$ cat config.mk
export PLATFORM = sky130hd
export DESIGN_NAME = line_pixel_generator_core
export DESIGN_NICKNAME = d
export VERILOG_FILES = /design/src/hdl/lpg_pkg.sv /design/src/hdl/line_pixel_generator_core.sv
export SDC_FILE = /design/constraint.sdc
export NUM_CORES = 1
export LEC_CHECK = 0
export ABC_AREA = 1
export BUFFER_PORTS_ARGS = -buffer_cell sky130_fd_sc_hd__buf_2
export CAP_MARGIN = 20
export CORE_ASPECT_RATIO = 2
export CORE_UTILIZATION = 40
export DETAILED_ROUTE_END_ITERATION = 12
export PLACE_DENSITY = 0.57
export SLEW_MARGIN = 20
export SYNTH_ARGS = -nofsm -noshare
export SYNTH_HDL_FRONTEND = slang
export SYNTH_SLANG_ARGS = --single-unit
$ cat constraint.sdc
create_clock -name clk -period 4.4 [get_ports clk]
set_clock_uncertainty 0.2 [all_clocks]
set_input_delay 0.66 -clock clk [delete_from_list [all_inputs] [get_ports clk]]
set_output_delay 0.66 -clock clk [all_outputs]
set_load 0.01 [all_outputs]
$ cat src/hdl/lpg_pkg.sv
// ----------------------------------------------------------------------------
// lpg_pkg
// shared types and constants of the line pixel generator
// ----------------------------------------------------------------------------
`default_nettype none

package lpg_pkg;

  typedef enum logic {
    OP_START   = 1'b0,
    OP_ADVANCE = 1'b1
  } op_t;

  typedef enum logic {
    REG_MAX_X = 1'b0,
    REG_MAX_Y = 1'b1
  } reg_idx_t;

  localparam logic [15:0] MAX_X_RESET = 16'd479;
  localparam logic [15:0] MAX_Y_RESET = 16'd319;

  localparam logic [7:0] RB_MASK = 8'hF8;
  localparam logic [7:0] G_MASK  = 8'hFC;

  typedef struct packed {
    logic [31:0] panel_word;
    logic [15:0] pixel_y;
    logic [15:0] pixel_x;
    logic        on_screen;
    logic        last;
  } pix_t;

  function automatic logic [31:0] panel_of(input logic [15:0] colour);
    logic [15:0] c;
    logic [7:0]  r;
    logic [7:0]  g;
    logic [7:0]  b;
    c = {colour[7:0], colour[15:8]};
    r = c[15:8] & RB_MASK;
    g = c[10:3] & G_MASK;
    b = {c[4:0], 3'b000} & RB_MASK;
    return {b, g, r, 8'h00};
  endfunction

endpackage

`default_nettype wire

$ cat src/hdl/line_pixel_generator_core.sv
// ----------------------------------------------------------------------------
// line_pixel_generator_core
// Bresenham line rasterizer with stream in and stream out
//
// in channel: a start transfer (in_tuser = 0) loads both endpoints and the
//   colour and yields the first pixel; an advance transfer (in_tuser = 1)
//   takes one step and yields the next pixel. an advance while no line is
//   active yields nothing.
// out channel: one pixel per result, out_tlast on the end point, out_tuser
//   set when the pixel lies inside max_x / max_y.
// output: each result is registered in the output stage before out_tvalid shows it.
// throughput: one item per cycle while in_tready is high, set by the single
//   step compare and add on the error term and position registers.
// cfg port: cfg_we writes max_x (index 0) or max_y (index 1) at once.
// reset: synchronous rst_n clears the line state (idle), empties the output
//   stages and restores max_x = 479, max_y = 319.
// stall: while out_tready is low the pending pixel holds; one more result
//   goes into a skid register, after which in_tready drops until that
//   register moves on into the output register.
// ----------------------------------------------------------------------------
`default_nettype none

module line_pixel_generator_core (
  input  wire logic        clk,
  input  wire logic        rst_n,
  input  wire logic        in_tvalid,
  output      logic        in_tready,
  // start_x, start_y, end_x, end_y, colour
  input  wire logic [79:0] in_tdata,
  // operation
  input  wire logic [0:0]  in_tuser,
  output      logic        out_tvalid,
  input  wire logic        out_tready,
  // pixel_x, pixel_y, panel_word
  output      logic [63:0] out_tdata,
  // on_screen
  output      logic [0:0]  out_tuser,
  output      logic        out_tlast,
  input  wire logic        cfg_we,
  input  wire logic [0:0]  cfg_index,
  input  wire logic [15:0] cfg_wdata
);
  import lpg_pkg::*;

  logic [15:0] max_x_r, max_y_r;
  logic [15:0] cur_x_r, cur_x_nxt, cur_y_r, cur_y_nxt;
  logic [15:0] goal_x_r, goal_x_nxt, goal_y_r, goal_y_nxt;
  logic [16:0] delta_x_r, delta_x_nxt, neg_delta_y_r, neg_delta_y_nxt;
  logic        step_x_neg_r, step_x_neg_nxt, step_y_neg_r, step_y_neg_nxt;
  logic [18:0] error_term_r, error_term_nxt;
  logic [15:0] line_colour_r, line_colour_nxt;
  logic        active_r, active_nxt;

  logic        out_valid_r, skid_valid_r;
  pix_t        out_r, skid_r;

  op_t         op;
  logic        accept;
  logic        res_valid;
  pix_t        res;

  logic [15:0] x0, y0, x1, y1;
  logic        x_lt, y_lt;
  logic [15:0] dx16, dy16;
  logic [16:0] ndy17;
  logic signed [19:0] twice, ndy20, dx20, err_sum;
  logic        move_x, move_y;
  logic        at_end;

  assign op     = op_t'(in_tuser[0]);
  assign accept = in_tvalid && in_tready;
  assign in_tready = !skid_valid_r;

  assign x0 = in_tdata[15:0];
  assign y0 = in_tdata[31:16];
  assign x1 = in_tdata[47:32];
  assign y1 = in_tdata[63:48];

  assign x_lt  = x0 < x1;
  assign y_lt  = y0 < y1;
  assign dx16  = x_lt ? (x1 - x0) : (x0 - x1);
  assign dy16  = y_lt ? (y1 - y0) : (y0 - y1);
  assign ndy17 = 17'd0 - {1'b0, dy16};

  assign twice  = signed'({error_term_r, 1'b0});
  assign ndy20  = signed'({{3{neg_delta_y_r[16]}}, neg_delta_y_r});
  assign dx20   = signed'({{3{delta_x_r[16]}}, delta_x_r});
  assign move_x = twice >= ndy20;
  assign move_y = twice <= dx20;
  assign err_sum = signed'({error_term_r[18], error_term_r})
                   + (move_x ? ndy20 : 20'sd0) + (move_y ? dx20 : 20'sd0);

  always_comb begin
    cur_x_nxt       = cur_x_r;
    cur_y_nxt       = cur_y_r;
    goal_x_nxt      = goal_x_r;
    goal_y_nxt      = goal_y_r;
    delta_x_nxt     = delta_x_r;
    neg_delta_y_nxt = neg_delta_y_r;
    step_x_neg_nxt  = step_x_neg_r;
    step_y_neg_nxt  = step_y_neg_r;
    error_term_nxt  = error_term_r;
    line_colour_nxt = line_colour_r;
    active_nxt      = active_r;
    res_valid       = 1'b0;
    if (accept) begin
      if (op == OP_START) begin
        cur_x_nxt       = x0;
        cur_y_nxt       = y0;
        goal_x_nxt      = x1;
        goal_y_nxt      = y1;
        step_x_neg_nxt  = !x_lt;
        step_y_neg_nxt  = !y_lt;
        delta_x_nxt     = {1'b0, dx16};
        neg_delta_y_nxt = ndy17;
        error_term_nxt  = {3'b000, dx16} + {{2{ndy17[16]}}, ndy17};
        line_colour_nxt = in_tdata[79:64];
        res_valid       = 1'b1;
      end else if (active_r) begin
        if (move_x) begin
          cur_x_nxt = step_x_neg_r ? (cur_x_r - 16'd1) : (cur_x_r + 16'd1);
        end
        if (move_y) begin
          cur_y_nxt = step_y_neg_r ? (cur_y_r - 16'd1) : (cur_y_r + 16'd1);
        end
        error_term_nxt = err_sum[18:0];
        res_valid      = 1'b1;
      end
    end
    at_end = (cur_x_nxt == goal_x_nxt) && (cur_y_nxt == goal_y_nxt);
    if (res_valid) begin
      active_nxt = !at_end;
    end
    res.pixel_x    = cur_x_nxt;
    res.pixel_y    = cur_y_nxt;
    res.on_screen  = (cur_x_nxt <= max_x_r) && (cur_y_nxt <= max_y_r);
    res.panel_word = panel_of(line_colour_nxt);
    res.last       = at_end;
  end

  // line state and registers
  always_ff @(posedge clk) begin
    if (!rst_n) begin
      max_x_r       <= MAX_X_RESET;
      max_y_r       <= MAX_Y_RESET;
      cur_x_r       <= '0;
      cur_y_r       <= '0;
      goal_x_r      <= '0;
      goal_y_r      <= '0;
      delta_x_r     <= '0;
      neg_delta_y_r <= '0;
      step_x_neg_r  <= 1'b0;
      step_y_neg_r  <= 1'b0;
      error_term_r  <= '0;
      line_colour_r <= '0;
      active_r      <= 1'b0;
    end else begin
      if (cfg_we) begin
        case (reg_idx_t'(cfg_index[0]))
          REG_MAX_X: max_x_r <= cfg_wdata;
          REG_MAX_Y: max_y_r <= cfg_wdata;
          default: ;
        endcase
      end
      cur_x_r       <= cur_x_nxt;
      cur_y_r       <= cur_y_nxt;
      goal_x_r      <= goal_x_nxt;
      goal_y_r      <= goal_y_nxt;
      delta_x_r     <= delta_x_nxt;
      neg_delta_y_r <= neg_delta_y_nxt;
      step_x_neg_r  <= step_x_neg_nxt;
      step_y_neg_r  <= step_y_neg_nxt;
      error_term_r  <= error_term_nxt;
      line_colour_r <= line_colour_nxt;
      active_r      <= active_nxt;
    end
  end

  // output register and skid stage control
  always_ff @(posedge clk) begin
    if (!rst_n) begin
      out_valid_r  <= 1'b0;
      skid_valid_r <= 1'b0;
    end else if (!out_valid_r || out_tready) begin
      if (skid_valid_r) begin
        out_valid_r  <= 1'b1;
        skid_valid_r <= 1'b0;
      end else begin
        out_valid_r <= res_valid;
      end
    end else if (res_valid) begin
      skid_valid_r <= 1'b1;
    end
  end

  // output payload
  always_ff @(posedge clk) begin
    if (!out_valid_r || out_tready) begin
      if (skid_valid_r) begin
        out_r <= skid_r;
      end else if (res_valid) begin
        out_r <= res;
      end
    end else if (res_valid) begin
      skid_r <= res;
    end
  end

  assign out_tvalid = out_valid_r;
  assign out_tdata  = {out_r.panel_word, out_r.pixel_y, out_r.pixel_x};
  assign out_tuser  = out_r.on_screen;
  assign out_tlast  = out_r.last;

endmodule

`default_nettype wire

# After elaboration in Yosys (flattened, before gate mapping)
# Index checks and enable logic that the tools add are counted.
[totals]
regBits = 269
output_inout_bits = 68
inputBits = 103
[op_classes]
magnitude_cmp = 6
eq_ne = 3
n_bitwise = 4
mux = 28
reduce_logical = 17
add_sub_neg = 12
[op_table]
columns = ["operator", "count"]
rows = [
  ["16-bit two-way mux", 19],
  ["66-bit two-way mux", 2],
  ["16-bit subtractor", 4],
  ["19-bit two-way mux", 3],
  ["16-bit by 1-bit adder with 16-bit output, second input constant", 2],
  ["16-bit equality test", 2],
  ["16-bit less-or-equal comparator", 2],
  ["16-bit less-than comparator", 2],
  ["16-bit by 1-bit subtractor with 16-bit output, second input constant", 2],
  ["20-bit by 17-bit greater-or-equal comparator with 1-bit output", 1],
  ["20-bit by 17-bit less-or-equal comparator with 1-bit output", 1],
  ["19-bit by 17-bit adder with 19-bit output", 1],
  ["19-bit adder", 1],
  ["17-bit by 17-bit adder with 18-bit output", 1],
  ["1-bit by 16-bit subtractor with 17-bit output, first input constant", 1],
  ["2-bit AND reduction", 6],
  ["1-bit zero test", 5],
  ["1-bit two-way mux", 4],
  ["1-bit NOT", 4],
  ["1-bit logical AND", 3],
  ["2-bit by 1-bit inequality test with 1-bit output, second input constant", 1],
  ["2-bit nonzero test", 1],
  ["2-bit OR reduction", 1],
  ["1-bit logical OR", 1],
]

# Logic depth before layout (Yosys ltp)
# Gate-level depths: netlist of the first run.
[logic_depth]
word_depth = 10
depth_mapped = 36
mapped_depth_nobuf = 36

# Worst setup path before layout of the first run
# OpenSTA, ideal clock, no wires.
[synth_path]
path_kind = "input to register"
from = "in in_tdata[16]"
to = "reg error_term_r[14]"
arrival_ns = 4.473
path_buffers = 0
setup_time_ns = 0.109
slack_ns = -0.382
cell_stages = 32
required_ns = 4.091
path_cell_list = "inv_1 ha_1 inv_1 fa_1 nand3_1 nand2_1 a21oi_2 o21ai_2 nand3_2 nand2_4 o21ai_0 inv_1 ha_1 xor2_1 inv_1 ha_1 a21oi_1 o21ai_0 inv_1 o21ai_0 nand3_1 nand2_1 nand3_1 nand2_1 nand2_1 nand2_1 a21boi_0 and2_1 o21ai_0 nand3_1 nand2_1 inv_1"
[synth_between]
elab_chain_len = 5
[synth_rtl]
columns = ["element", "line_no", "text"]
rows = [
  ["from (decl)", "line_pixel_generator_core.sv:29", "input wire logic [79:0] in_tdata,"],
  ["16-bit subtractor or 16-bit less-than comparator (tied branches)", "line_pixel_generator_core.sv:82, line_pixel_generator_core.sv:80", ""],
  ["16-bit two-way mux (*)", "line_pixel_generator_core.sv:82", "assign dy16 = y_lt ? (y1 - y0) : (y0 - y1);"],
  ["1-bit by 16-bit subtractor with 17-bit output (*)", "line_pixel_generator_core.sv:83", "assign ndy17 = 17'd0 - {1'b0, dy16};"],
  ["named net ndy17[2]", "line_pixel_generator_core.sv:65", "logic [16:0] ndy17;"],
  ["17-bit by 17-bit adder with 18-bit output (*)", "line_pixel_generator_core.sv:116", "error_term_nxt = {3'b000, dx16} + {{2{ndy17[16]}}, ndy17};"],
  ["19-bit two-way mux (*)", "line_pixel_generator_core.sv:107", "if (op == OP_START) begin"],
  ["to (signal assigned)", "line_pixel_generator_core.sv:173", "error_term_r <= error_term_nxt;"],
  ["to (decl)", "line_pixel_generator_core.sv:50", "logic [18:0] error_term_r, error_term_nxt;"],
]
# Mark *: on every way through the listed nets, which the timed path passes. The rest lies on a longest branch.
# A chain may end at the register's enable or synchronous reset.

# Worst setup path in the final report of the first run
[layout_path]
from = "reg error_term_r[8]"
to = "reg error_term_r[15]"
[layout_between]
elab_chain_len = 6
[layout_rtl]
columns = ["element", "line_no", "text"]
rows = [
  ["20-bit by 17-bit greater-or-equal comparator with 1-bit output", "line_pixel_generator_core.sv:88", "assign move_x = twice >= ndy20;"],
  ["19-bit two-way mux", "line_pixel_generator_core.sv:91", "+ (move_x ? ndy20 : 20'sd0) + (move_y ? dx20 : 20'sd0);"],
  ["19-bit adder", "line_pixel_generator_core.sv:91", ""],
  ["19-bit by 17-bit adder with 19-bit output (*)", "line_pixel_generator_core.sv:91", ""],
  ["19-bit two-way mux (*)", "line_pixel_generator_core.sv:119", "end else if (active_r) begin"],
  ["19-bit two-way mux (*)", "line_pixel_generator_core.sv:107", ""],
]
# Every way passes the cells marked *; elsewhere a longest branch is shown, timed or not. The select of a mux whose other input is x is not followed.

==> impl_metrics.yaml, run 1 <==
drt:
  vias_per_cell: 5.14
  drc: 0
  ant_nets: 0
  firstDrtPassIters: 5
  drtIter0Drc: 980
  detail_route.wl_per_cell_um: 18.4
  num_vias: 20600
  wl_um: 73900
yosys:
  synth_cells: 2802
  synth_edf_count: 100
  synth_top_area_share_pct: 16.9
  synth_area_um2: 20000
  yosys.cell_types.count: 53
  yosysSeqAreaShare_pct: 31.9
  yosysWarnings: 0
  syn_area_per_cell_um2: 7.13
  async_reset_ff_share_pct: 0
  synthFlopType: "dfxtp_1"
  synthTopCellsByCount: "610 x nand2_1, 404 x inv_1, 247 x nor2_1"
  synth_most_common_cell: "nand2_1"
  ys_seq_elements: 269
  synth_area_leader_cell: "dfxtp_1"
  synthTopCellsByArea: "dfxtp_1 17%, edfxtp_1 15%, ha_1 12%"
setup_path:
  start_kind: "flop"
  cp_slowest_stage_delay_ps: 470
  cpMaxStageDelayCell: "fa_1"
  critPathCaptureType: "flop"
  worstPathMaxFanout: 4
  worstPathArrival_ps: 4640
  path_class: "reg2reg"
  required_ps: 4710
cts:
  cts_max_level: 1
  clk_pin_slew_ps: 80
  cts_tree: "done"
  clock_sinks: 269
  numCtsBuffers: 26
  clockBufferDepth: 3
  clkLatencyLatePin_ps: 570
  cts_hold_buf: 0
  ctsRootBufferMaster: "clkbuf_16"
global_routing:
  grt-ovfl-total: 0
  grt_pass1_vias: 20800
  antenna_found_initial: 2
  grt_max_degree: 88
  grt_usage_pct: 28.4
  grt_pass1_wl_um: 112000
sta:
  setup_viol: 0
  slew_viol_final: 0
  max_slew_margin_pct: 35.9
  rsz0062_at_grt: "yes"
  hold_viol_final: 0
  fmax_mhz: 231
  period_share_pct: 98.2
  hold_slack_ps: 125
  worstMarginPinSlew_ps: 961
  final.min_clock_period_ps: 4320
  tns_ps: 0
cells_and_area:
  design_area_um2: 26600
  diodes: 0
  instances_no_fill: 4010
  drive_above_1_share_pct: 27.9
  layout.nets: 3666
  area_delta_synth_final_pct: 33.2
placed_design:
  dp.cells: 3935
  port_buffers: 154
  place_area_um2: 24500
  dp_hpwl_um: 58500
  place_congestion: 0.949
floorplanning:
  ios: 171
  die_y_um: 318
  core_area_um2: 49200
  die_w_um: 160
  placement_rows: 115
  start_util_pct: 40.6
  die_area_um2: 50900
power_and_ir_drop:
  p_leak_nw: 13.4
  peakVddDrop_mv: 0.330
  power.density_nw_per_um2: 366
flow_run:
  drv_cap: 0
worst_hold_path:
  hp-class: "in2reg"
run_status:
  status: "complete, no violations"
==> through the flow <==
step | total power [W] | setup WS, ps | utilization [%]
after floorplan | 0.00502 | -27.6 | -
after global placement | 0.00676 | -848 | 49.9
after detailed placement | 0.00681 | -864 | 49.9
after CTS | 0.00928 | -48.6 | 52.1
after global routing | 0.0103 | -166 | 54.1
final | 0.00973 | 78.2 | 54.1
==> sequential cells by signal (all words and copies together), names as in the netlist <==
name and flops:
max_x_r 16, goal_x_r 16, active_r 1, out_tlast 1
error_term_r 19, out_tdata 48, goal_y_r 16, skid_r 50
line_colour_r 16, cur_y_r 16, step_y_neg_r 1, delta_x_r 16
max_y_r 16, cur_x_r 16, step_x_neg_r 1, skid_valid_r 1
neg_delta_y_r 17, out_tuser 1, out_tvalid 1
==> per-layer routing <==
layer	vias up	track usage [%]	wire length [µm]
met1	9569	27.4	25600
met5	-	0	12
li1	10200	-	-
met2	591	55.3	39700
met4	2	19.7	5850
met3	246	2.68	2700
==> timing repair <==
action                     CTS  global route
gates resized for setup     48           214
buffers inserted             8            22
cloned                       0             1
pin swaps                   15            87
setup endpoints to repair   10            13
==> worst paths after layout <==
check | from | end | slack (ps) | cells after the start
max | error_term_r[8]$_SDFFE_PN0P_ | error_term_r[15]$_SDFFE_PN0P_ | 80 | 28
max reg2reg | error_term_r[8]$_SDFFE_PN0P_ | error_term_r[15]$_SDFFE_PN0P_ | 80 | 28
min | cfg_wdata[0] | max_y_r[0]$_SDFFE_PN1P_ | 130 | 3
min reg2reg | max_x_r[10]$_SDFFE_PN0P_ | max_x_r[10]$_SDFFE_PN0P_ | 270 | 2
==> cell type report <==
type,count,area [µm²]
clock inverter,13,134
timing repair buffer,611,4300
clock buffer,35,726
tap,643,805
multi-input combinational,2030,12700
sequential,269,6440
inverter,409,1540
fill,4829,22600
==> worst max-delay path: cells and delay by family (launching register included) <==
family                   cells  cell delay (ps)
AO/OA/AOI/OAI                5              670
XOR/XNOR                     1              170
adder cells (fa/ha/maj)      4             1370
flip-flops                   1              390
buffers and inverters        3              270
AND/OR/NAND/NOR             15             1180
==> power breakdown <==
| group | internal [W] | total (W) | leakage, nW | switching [W] |
|---|---|---|---|---|
| sequential | 0.00278 | 0.00289 | 2.34 | 0.000109 |
| clock | 0.00128 | 0.00234 | 0.416 | 0.00106 |
| combinational | 0.00194 | 0.00451 | 10.6 | 0.00257 |
==> kinds of logic (layout without fill, tap and decap cells) <==
logic type / Yosys count / in the layout / share of synthesized area [%]
buffers and inverters: 519 / 1068 / 10.3
muxes: 3 / 3 / 0.150
and+or+nand+nor: 1131 / 1132 / 23.9
other: 1 / 16 / 0.0188
DFF: 269 / 269 / 31.9
adders and majority gates: 216 / 216 / 14.4
AOI/OAI and AO/OA: 588 / 588 / 16.0
xor gates and xnor gates: 75 / 75 / 3.29
==> cell usage in the layout (no fill, tap or decap), types with 28 or more instances in the layout <==
cell type	instances
xor2_1	56
ha_4	28
dfxtp_1	144
buf_2	153
ha_1	160
o21ai_0	210
or2_2	33
nor2_1	223
a21oi_1	218
edfxtp_1	100
buf_4	447
inv_1	385
nand2_2	42
nand3_1	143
nand2_1	566
Power figures use the tool's default switching activity.
==> run 2, diff against run 1 <==
--- a/config.mk
+++ b/config.mk
@@ -9,6 +9,7 @@
 export BUFFER_PORTS_ARGS = -buffer_cell sky130_fd_sc_hd__buf_2
 export CAP_MARGIN = 20
 export CORE_ASPECT_RATIO = 2
+export CORE_MARGIN = 2
 export CORE_UTILIZATION = 40
 export DETAILED_ROUTE_END_ITERATION = 12
 export PLACE_DENSITY = 0.57
==> impl_metrics.yaml, run 2 (synthesis gave the netlist of run 1 again) <==
sta:
  hold_viol_final: 0
  period_share_pct: 96.3
  setup_viol: 0
  rsz0062_at_grt: "yes"
  fmax_mhz: 236
  tns_ps: 0
  max_slew_margin_pct: 32.4
  worstMarginPinSlew_ps: 1010
  final.min_clock_period_ps: 4240
  slew_viol_final: 0
cells_and_area:
  diodes: 0
  fin_util_pct: 54.2
  design_area_um2: 26700
  final_cell_mix: "566 x nand2_1, 436 x buf_4, 383 x inv_1"
  layout_commonest_cell: "nand2_1"
  largest-register: "skid_r"
  area_delta_synth_final_pct: 33.6
  largest_reg_flops: 50
  instances_no_fill: 4006
  drive_above_1_share_pct: 27.6
  layout.nets: 3660
drt:
  num_vias: 20500
  drtIter0Drc: 852
  ant_nets: 0
  firstDrtPassIters: 7
  vias_per_cell: 5.12
  drc: 0
  wl_um: 73200
  detail_route.wl_per_cell_um: 18.3
power_and_ir_drop:
  power.density_nw_per_um2: 372
  intPower_w: 0.00619
  p_leak_nw: 13.4
  peakVddDrop_mv: 0.348
  totalPowerFinal_w: 0.00992
  p_seq_share_pct: 29.1
  p_sw_w: 0.00374
  pwr-share-comb_pct: 44.8
  clkPwrFrac_pct: 26.1
  sw_frac_of_total_pct: 37.7
cts:
  clk_pin_slew_ps: 70
  clkLatencyLatePin_ps: 580
  clockBufferDepth: 3
  cts_tree: "done"
  clock_sinks: 269
  cts_hold_buf: 0
  ctsRootBufferMaster: "clkbuf_16"
  numCtsBuffers: 28
  cts_max_level: 1
global_routing:
  grt_pass1_vias: 21000
  grtUsageMet3_pct: 3.18
  grt_pass1_wl_um: 111000
  antenna_found_initial: 3
  grt_usage_pct: 27.5
  grt-ovfl-total: 0
  grt_max_degree: 100
  busiest_layer: "met2"
  grtUsageMet2_pct: 54.2
  use_met1_pct: 26.6
setup_path:
  cpMaxStageDelayCell: "fa_2"
  cp_slowest_stage_delay_ps: 340
  timing.rr.end: "error_term_r[15]$_SDFFE_PN0P_"
  critical_path_buf_inv_count: 7
  cp_top_family: "simple AND/OR/NAND/NOR gates"
  r2r_start: "error_term_r[10]$_SDFFE_PN0P_"
  path_class: "in2reg"
  rr_worst_depth: 27
  r2r_slack_ps: 170
  critPathCaptureType: "flop"
  worstPathArrival_ps: 4520
  start_kind: "input pin"
  worstPathMaxFanout: 5
  required_ps: 4680
placed_design:
  port_buffers: 154
  place_congestion: 0.942
  place_area_um2: 24500
  dp_hpwl_um: 58400
  dp.cells: 3930
worst_hold_path:
  hp-class: "in2reg"
  whs_path_depth: 3
  worstHoldStart: "cfg_wdata[0]"
  min_to: "max_x_r[0]$_SDFFE_PN1P_"
flow_run:
  drv_cap: 0
floorplanning:
  start_util_pct: 40.6
  placement_rows: 115
  ios: 171
  die_w_um: 162
  die_y_um: 320
  die_area_um2: 51900
  core_area_um2: 49200
run_status:
  status: "complete, no violations"
## run 2: changes by cell type in the layout (fill, tap and decap cells not counted), sizes merged
cell / previous run / this run
bufinv: 2 / 4
clkinv: 8 / 10
clkinvlp: 3 / 1
inv: 409 / 412
buf: 611 / 603
clkbuf: 35 / 34
## run 2: worst register-to-register path: cells and delay by family, from the launching register on
family / cells / cell delay (ps)
adder cells (fa/ha/maj): 4 / 1340
flip-flops: 1 / 370
XOR/XNOR: 1 / 150
AND/OR/NAND/NOR: 14 / 1170
AO/OA/AOI/OAI: 5 / 700
buffers and inverters: 3 / 240
## run 2: how the worst max path moves through the flow
stage,start,to,slack (ps),cells after the start
floorplan,in_tdata[0],error_term_r[14]$_SDFFE_PN0P_,-30,27
global placement,in_tdata[0],error_term_r[12]$_SDFFE_PN0P_,-880,23
detailed placement,in_tdata[0],error_term_r[12]$_SDFFE_PN0P_,-920,23
CTS,delta_x_r[11]$_SDFFE_PN0P_,error_term_r[18]$_SDFFE_PN0P_,0.4,29
global route,error_term_r[10]$_SDFFE_PN0P_,error_term_r[15]$_SDFFE_PN0P_,-140,27
finish,in_tdata[16],error_term_r[14]$_SDFFE_PN0P_,160,33
## run 2: cell type report
class                           count  area [µm²]
Inverter                          409        1550
Fill cell                        4893       22500
Sequential cell                   269        6440
Clock inverter                     18         219
Timing Repair Buffer              603        4240
Tap cell                          643         805
Multi-Input combinational cell   2030       12700
Clock buffer                       34         754
## run 2: routing by layer
layer,share of wire [%],vias to the layer above
met4,7.1,6
met1,35,9571
met5,0.059,-
met2,54,512
met3,3.6,222
li1,-,10200
## run 2: metrics by stage
| step | hold slack, ps | setup slack [ps] |
|---|---|---|
| after floorplan | 235 | -27.6 |
| after global placement | 254 | -878 |
| after detailed placement | 257 | -923 |
| after CTS | 116 | 0.379 |
| after global routing | 128 | -137 |
| final | 139 | 163 |
## run 2: power groups by stage
stage                     clock network (W)  logic [W]  registers [W]
after global routing                0.00272    0.00485        0.00290
after CTS                           0.00264    0.00393        0.00288
after floorplan                           0    0.00210        0.00292
after detailed placement                  0    0.00384        0.00293
final                               0.00259    0.00445        0.00289
after global placement                    0    0.00379        0.00293
## run 2: timing repair
| item | 4_1_cts | 5_1_grt |
|---|---|---|
| endpoints found under the setup margin | 11 | 14 |
| cloned | 0 | 1 |
| buffers inserted | 2 | 21 |
| endpoints found under the hold margin | 0 | 0 |
| gates resized for setup | 43 | 220 |
| pin swaps | 13 | 88 |
